===== config.mk =====
export PLATFORM = sky130hd
export DESIGN_NAME = ipcmb_ram
export DESIGN_NICKNAME = d
export VERILOG_FILES = /design/src/hw/rtl/ipcmb_ram.sv
export SDC_FILE = /design/constraint.sdc
export NUM_CORES = 1
export LEC_CHECK = 0
export ABC_CLOCK_PERIOD_IN_PS = 1700
export BUFFER_PORTS_ARGS = -buffer_cell sky130_fd_sc_hd__buf_4
export CELL_PAD_IN_SITES_DETAIL_PLACEMENT = 1
export CELL_PAD_IN_SITES_GLOBAL_PLACEMENT = 1
export CORE_UTILIZATION = 48
export DETAILED_ROUTE_END_ITERATION = 16
export GPL_TIMING_DRIVEN = 0
export PLACE_DENSITY_LB_ADDON = 0.1
export SYNTH_ARGS = -nofsm -noshare
export SYNTH_HDL_FRONTEND = slang
export SYNTH_SLANG_ARGS = --single-unit

===== constraint.sdc =====
create_clock -name clk -period 1.7 [get_ports clk]
set_input_delay 0.17 -clock clk [delete_from_list [all_inputs] [get_ports clk]]
set_output_delay 0.17 -clock clk [all_outputs]
set_load 0.02 [all_outputs]

===== src/hw/rtl/ipcmb_ram.sv =====
`default_nettype none
module ipcmb_ram #(
	parameter int WIDTH = 8,
	parameter int DEPTH = 16
) (
	input  wire logic                                 clk,
	input  wire logic                                 we,
	input  wire logic [(DEPTH > 1 ? $clog2(DEPTH) : 1)-1:0] waddr,
	input  wire logic [WIDTH-1:0]                     wdata,
	input  wire logic [(DEPTH > 1 ? $clog2(DEPTH) : 1)-1:0] raddr,
	output logic      [WIDTH-1:0]                     rdata_q
);

	logic [WIDTH-1:0] mem [DEPTH];

	// Single write port, one registered read port.
	always_ff @(posedge clk) begin
		if (we) begin
			mem[waddr] <= wdata;
		end
		rdata_q <= mem[raddr];
	end

endmodule
`default_nettype wire


==> results of run 1 <==
## kinds of logic (layout without fill, tap and decap cells)
group / Yosys count / count (layout)
flip-flops: 136 / 136
AND/OR/NAND/NOR: 35 / 35
multiplexers: 32 / 32
AO/OA/AOI/OAI: 16 / 16
buffers and inverters: 10 / 74
## placed cells by master, fill, tap and decap left out, drive strengths merged
| master | instances |
|---|---|
| edfxtp | 128 |
| mux4 | 32 |
| buf | 31 |
| clkbuf | 20 |
| a22oi | 16 |
| nor2 | 13 |
| nand2 | 9 |
| dlygate4sd3 | 8 |
| dfxtp | 8 |
| clkinv | 8 |
| nor3 | 4 |
| clkdlybuf4s25 | 3 |
| nand3b | 2 |
| nand2b | 2 |
| clkinvlp | 2 |
| bufinv | 2 |
| nor2b | 1 |
| and2 | 1 |
| and2b | 1 |
| nand3 | 1 |
| or3b | 1 |
## state kept, by name (all words and copies together) (netlist names)
signal,cells
rdata_q,8
mem,128
## cell usage after synthesis (all sizes together)
| library cell | count |
|---|---|
| edfxtp | 128 |
| buf | 7 |
| nand3b | 2 |
| nor3 | 4 |
| mux4 | 32 |
| clkdlybuf4s25 | 3 |
| nand3 | 1 |
| dfxtp | 8 |
| nand2b | 2 |
| nor2b | 1 |
| nand2 | 9 |
| a22oi | 16 |
| and2b | 1 |
| nor2 | 13 |
| or3b | 1 |
| and2 | 1 |
## worst max-delay path by stage
stage | slack [ns] | startpoint | end | depth (start not counted)
5_1_grt | 0.16 | mem[5][0] | rdata_q[0] | 3
3_3_place_gp | -0.55 | waddr[2] | mem[0][7] | 3
6_report | 0.19 | mem[5][0] | rdata_q[0] | 3
4_1_cts | 0.008 | waddr[2] | mem[0][4] | 3
2_1_floorplan | 0.04 | waddr[2] | mem[0][0] | 2
3_5_place_dp | -0.54 | waddr[2] | mem[0][7] | 3
## area by class of cell
class                      instances  area, um^2
fill                             903        4250
sequential                       136        4000
multi-input combinational         83        1060
clock buffer                      20         425
timing repair buffer              32         260
tap                              136         170
clock inverter                    12         109
buffer                            10        86.3
## power breakdown
| group | total [mW] | internal, mW | switching [mW] |
|---|---|---|---|
| Clock | 3.32 | 2.05 | 1.28 |
| Sequential | 3.77 | 3.75 | 0.0203 |
| Combinational | 0.424 | 0.185 | 0.239 |
| Total | 7.52 | 5.98 | 1.54 |
## repair_timing
action                                  in CTS  in global routing
hold buffers                                 8                  0
hold endpoints to repair                   125                  0
gates resized for setup                      0                  1
endpoints found under the setup margin       0                  8
buffers inserted                             0                  0
## metal layers
metal	vias up	share of wire [%]	routed length, um	global-route usage, %
li1	1082	-	-	-
met1	1255	48	5000	30.1
met3	23	3.0	313	4.82
met2	68	46	4840	30.5
met5	-	0	0	0
met4	0	3.3	343	11.4
==> metrics.md, run 1 <==
| Metric | Value |
|---|---|
| CTS Sinks | 136 |
| Final Total Pwr | 7.52 mW |
| Via Count | 2,428 |
| Post-route minimum period | 1.51 ns |
| Root buf cell | clkbuf_8 |
| Port Buffers | 24 |
| Worst-path cell chain | mux4_1, a22oi_1, nand2_1 |
| CTS tree | built |
| Compound-Gate Fraction of Synth Area | 2.33% |
| Total track usage | 21.1% |
| Hpwl dp | 6.56 mm |
| R2R Path Start | mem[5][0] |
| Top cells by area, synth | edfxtp_1, mux4_2, mux4_1, dfxtp_1, a22oi_1 |
| Antenna violations before repair | 0 |
| Power per cell area | 1230 mW/mm^2 |
| Global-route wire length before repair | 15.6 mm |
| Adder-Cell Fraction of Synth Area | 0% |
| CP endpoint kind | flop |
| Final non-filler cell total | 429 |
| Yosys warns | 0 |
| Final worst slack | 0.186 ns |
| Endpoints failing setup | 0 |
| Placed standard-cell area | 0.00550 mm^2 |
| Clock Skews | 0.0103 ns |
| Dpl ws | -0.542 ns |
| Vias in the first global route | 2,497 |
| Worst Hold Path Cells | 2 |
| Final GP Congestion | 0.654 |
| Cells after synthesis | 229 |
| Clock Latency Late Sink | 0.53 ns |
| Hold endpoint | mem[0][3] |
| Status | finished clean |
| H-tree lvl count | 4 |
| WP buf/inv | 0 |
| Worst VDD drop | 0.608 mV |
| Crit path DAT | 1.92 ns |
| Fin nets | 298 |
| Initial drt markers | 165 |
| Row count | 37 |
| Final Hold Violating Endpoints | 0 |
| Initial Utilization | 49.6% |
| Final Cell Area | 0.00612 mm^2 |
| WL per Instance | 24.5 um |
| Final wirelength | 10.5 mm |
| Area grow syn2layout | 18.8% |
| Final worst path period share | 89.1% |
| Seq/Total Area, Yosys | 77.8% |
| CP startpoint kind | flop |
| Post-DR vias/cell | 5.66 |
| Die area | 0.0111 mm^2 |
| CP max-delay cell | mux4_1 |
| Crit-path max FO | 1 |
| Worst hold start | waddr[0] |
| Max cap viols | 0 |
| Post-synth top area cell | edfxtp_1 |
| Largest family of logic cells by synthesized area | multiplexers |
| Leak | 2.05 nW |
| Slew Limit Fails | 0 |
| Post-layout util | 59.0% |
| FF-to-FF setup slack | 0.19 ns |
| Kind of critical path | flop to flop |
| Critical path required time | 2.10 ns |
| Mux contribution to synthesized area | 15.0% |
| DRC | 0 |
| Synth Area in Simple Gates | 3.18% |
| Synth top area share | 74.7% |
| Die height | 106 um |
| Number of diodes | 0 |
| Mapped Area | 0.00515 mm^2 |
| Post-route setup TNS | 0 ns |
| Grt total ovfl | 0 |
| Syn_nets | 247 |
| IO Count | 26 |
| Worst hold-check path type | input port to flop |
| Pin count of the biggest net entering global routing | 17 |
| First-pass DRT Iterations | 5 |
| R2R depth | 3 |
| Min Hold Slack | 0.0887 ns |
| Netlist cell types | 19 |
| Clk pin slew, worst setup/hold paths | 0.06 ns |
| CTS Buf Count | 17 |
| Reg2reg end | rdata_q[0] |
| ANT nets after route | 0 |
| Crit-path max cell delay | 0.57 ns |
| CP top delay family | multiplexers |
| Synth Area in XOR/XNOR | 0% |
| Number of synthesized register bits | 136 |
| Dpl cells | 389 |
| CORE AREA | 0.0104 mm^2 |
| RSZ-0062 raised after global routing | false |
| Max Freq | 0.660 GHz |
| Measured slew at the worst slew-check pin | 1.32 ns |
| Mapped Avg Cell Area | 22.5 um^2 |
| Die Span X | 106 um |
| Clock Tree Buf Depth | 2 |
| Layout cells sized above 1 | 26.6% |
| Slew margin rel. | 11.2% |
(Power assumes the default switching activity.)
==> inputs of run 2 (changes only) <==
==> constraint.sdc (replaced) <==
create_clock -name clk -period 1.7 [get_ports clk]
set_input_delay 0.255 -clock clk [delete_from_list [all_inputs] [get_ports clk]]
set_output_delay 0.255 -clock clk [all_outputs]
set_load 0.02 [all_outputs]
==> metrics.md, run 2 (same netlist as run 1, synthesis figures left out) <==
| Metric | Value |
|---|---|
| CTS Sinks | 136 (unchanged) |
| Dpl ws | -0.469 ns (+0.0732 ns) |
| ANT nets after route | 0 (unchanged) |
| Max Freq | 0.660 GHz (about the same) |
| Measured slew at the worst slew-check pin | 1.35 ns (+0.0238 ns) |
| Clock Tree Buf Depth | 2 (unchanged) |
| Final wirelength | 10.4 mm (-0.59%) |
| Die height | 106 um (unchanged) |
| Post-route setup TNS | 0 ns (unchanged) |
| CTS tree | built |
| Port Buffers | 24 (unchanged) |
| Final non-filler cell total | 421 (-1.9%) |
| Initial Utilization | 49.6% (unchanged) |
| Dpl cells | 389 (unchanged) |
| Crit path DAT | 1.64 ns (-0.28 ns) |
| Worst hold-check path type | input port to flop |
| Top flop regs | mem (128), rdata_q (8) |
| Hpwl dp | 6.53 mm (-0.46%) |
| Via Count | 2,388 (-1.6%) |
| Critical path required time | 1.82 ns (-0.28 ns) |
| Final GP Congestion | 0.681 (+4.1%) |
| Final Total Pwr | 7.88 mW (+4.9%) |
| Commonest non-fill, non-tap cell in the layout | edfxtp_1 |
| Root buf cell | clkbuf_8 |
| Final worst slack | 0.186 ns (-0.000329 ns) |
| Final Cell Area | 0.00611 mm^2 (about the same) |
| First-pass DRT Iterations | 5 (unchanged) |
| IO Count | 26 (unchanged) |
| Power per cell area | 1290 mW/mm^2 (+4.9%) |
| Fin nets | 290 (-2.7%) |
| Leak | 2.05 nW (+0.24%) |
| CORE AREA | 0.0104 mm^2 (unchanged) |
| FILL cells | 906 (+0.33%) |
| Min Hold Slack | 0.0733 ns (-0.0154 ns) |
| H-tree lvl count | 4 (unchanged) |
| Biggest register | mem |
| CP top delay family | simple AND/OR/NAND/NOR gates |
| Die Span X | 106 um (unchanged) |
| Placed standard-cell area | 0.00550 mm^2 (about the same) |
| Status | finished clean |
| Final Hold Violating Endpoints | 0 (unchanged) |
| Die area | 0.0111 mm^2 (unchanged) |
| Grt total ovfl | 0 (unchanged) |
| Row count | 37 (unchanged) |
| CP max-delay cell | nor3_1 |
| Crit-path max cell delay | 1.01 ns (+0.44 ns) |
| Total track usage | 20.7% (-0.39 points) |
| Pin count of the biggest net entering global routing | 17 (unchanged) |
| Most frequent cells in the layout | edfxtp_1, buf_4, mux4_2 |
| Number of diodes | 0 (unchanged) |
| Crit-path max FO | 8 (+7) |
| Antenna violations before repair | 0 (unchanged) |
| Post-route minimum period | 1.51 ns (+0.000329 ns) |
| Initial drt markers | 188 (+14%) |
| Vias in the first global route | 2,466 (-1.2%) |
| Count of cells resized by post-cts repair | 0 (unchanged) |
| DRC | 0 (unchanged) |
| Post-DR vias/cell | 5.67 (+0.22%) |
| CP startpoint kind | input port |
| Worst-path cell chain | buf_4, nand3b_1, nor3_1 |
| Post-CTS setup buffers | 0 (unchanged) |
| CP endpoint kind | flop |
| Max cap viols | 0 (unchanged) |
| RSZ-0062 raised after global routing | false |
| WL per Instance | 24.8 um (+1.3%) |
| Post-layout util | 58.9% (about the same) |
| Slew margin rel. | 9.61% (-1.6 points) |
| Worst VDD drop | 0.686 mV (+13%) |
| Final worst path period share | 89.1% (about the same) |
| Slew Limit Fails | 0 (unchanged) |
| Flip-flop count of the largest register after layout | 128 (unchanged) |
| CTS Buf Count | 17 (unchanged) |
| Clk pin slew, worst setup/hold paths | 0.06 ns (about the same) |
| WP buf/inv | 1 (+1) |
| Clock Latency Late Sink | 0.51 ns (-0.02 ns) |
| Clock Skews | 0.00813 ns (-0.00221 ns) |
| Area grow syn2layout | 18.7% (about the same) |
| Endpoints failing setup | 0 (unchanged) |
| Kind of critical path | input port to flop |
| Layout cells sized above 1 | 29.1% (+2.5 points) |
| Hold buffer count at CTS | 0 (-8) |
| Global-route wire length before repair | 15.5 mm (-0.44%) |
==> run 2: cell type report <==
| class | instances | area [um^2] | share of cell area (%) |
|---|---|---|---|
| Sequential cell | 136 | 4000 | 65.5 |
| Timing Repair Buffer | 24 | 180 | 2.95 |
| Clock buffer | 25 | 494 | 8.09 |
| Tap cell | 136 | 170 | 2.78 |
| Multi-Input combinational cell | 83 | 1060 | 17.4 |
| Clock inverter | 7 | 115 | 1.88 |
| Buffer | 10 | 86.3 | 1.41 |
==> run 2: final timing paths <==
check | startpoint | end | slack (ns) | depth (start not counted)
max | waddr[2] | mem[8][4] | 0.19 | 3
min | wdata[4] | mem[4][4] | 0.07 | 1
max reg2reg | mem[5][0] | rdata_q[0] | 0.26 | 3
min reg2reg | mem[8][3] | rdata_q[3] | 0.68 | 3
==> run 2: power breakdown <==
group	leakage [nW]	switching, mW	internal, mW
Clock	0.294	1.28	2.43
Combinational	0.536	0.237	0.173
Sequential	1.22	0.0185	3.75
==> run 2: routing by layer <==
layer,GRT usage [%],routed length [um],share of wire [%]
met5,0,0,0
met4,7.14,91,0.87
met3,5.01,502,4.8
met2,31.8,5070,49
met1,29.5,4780,46
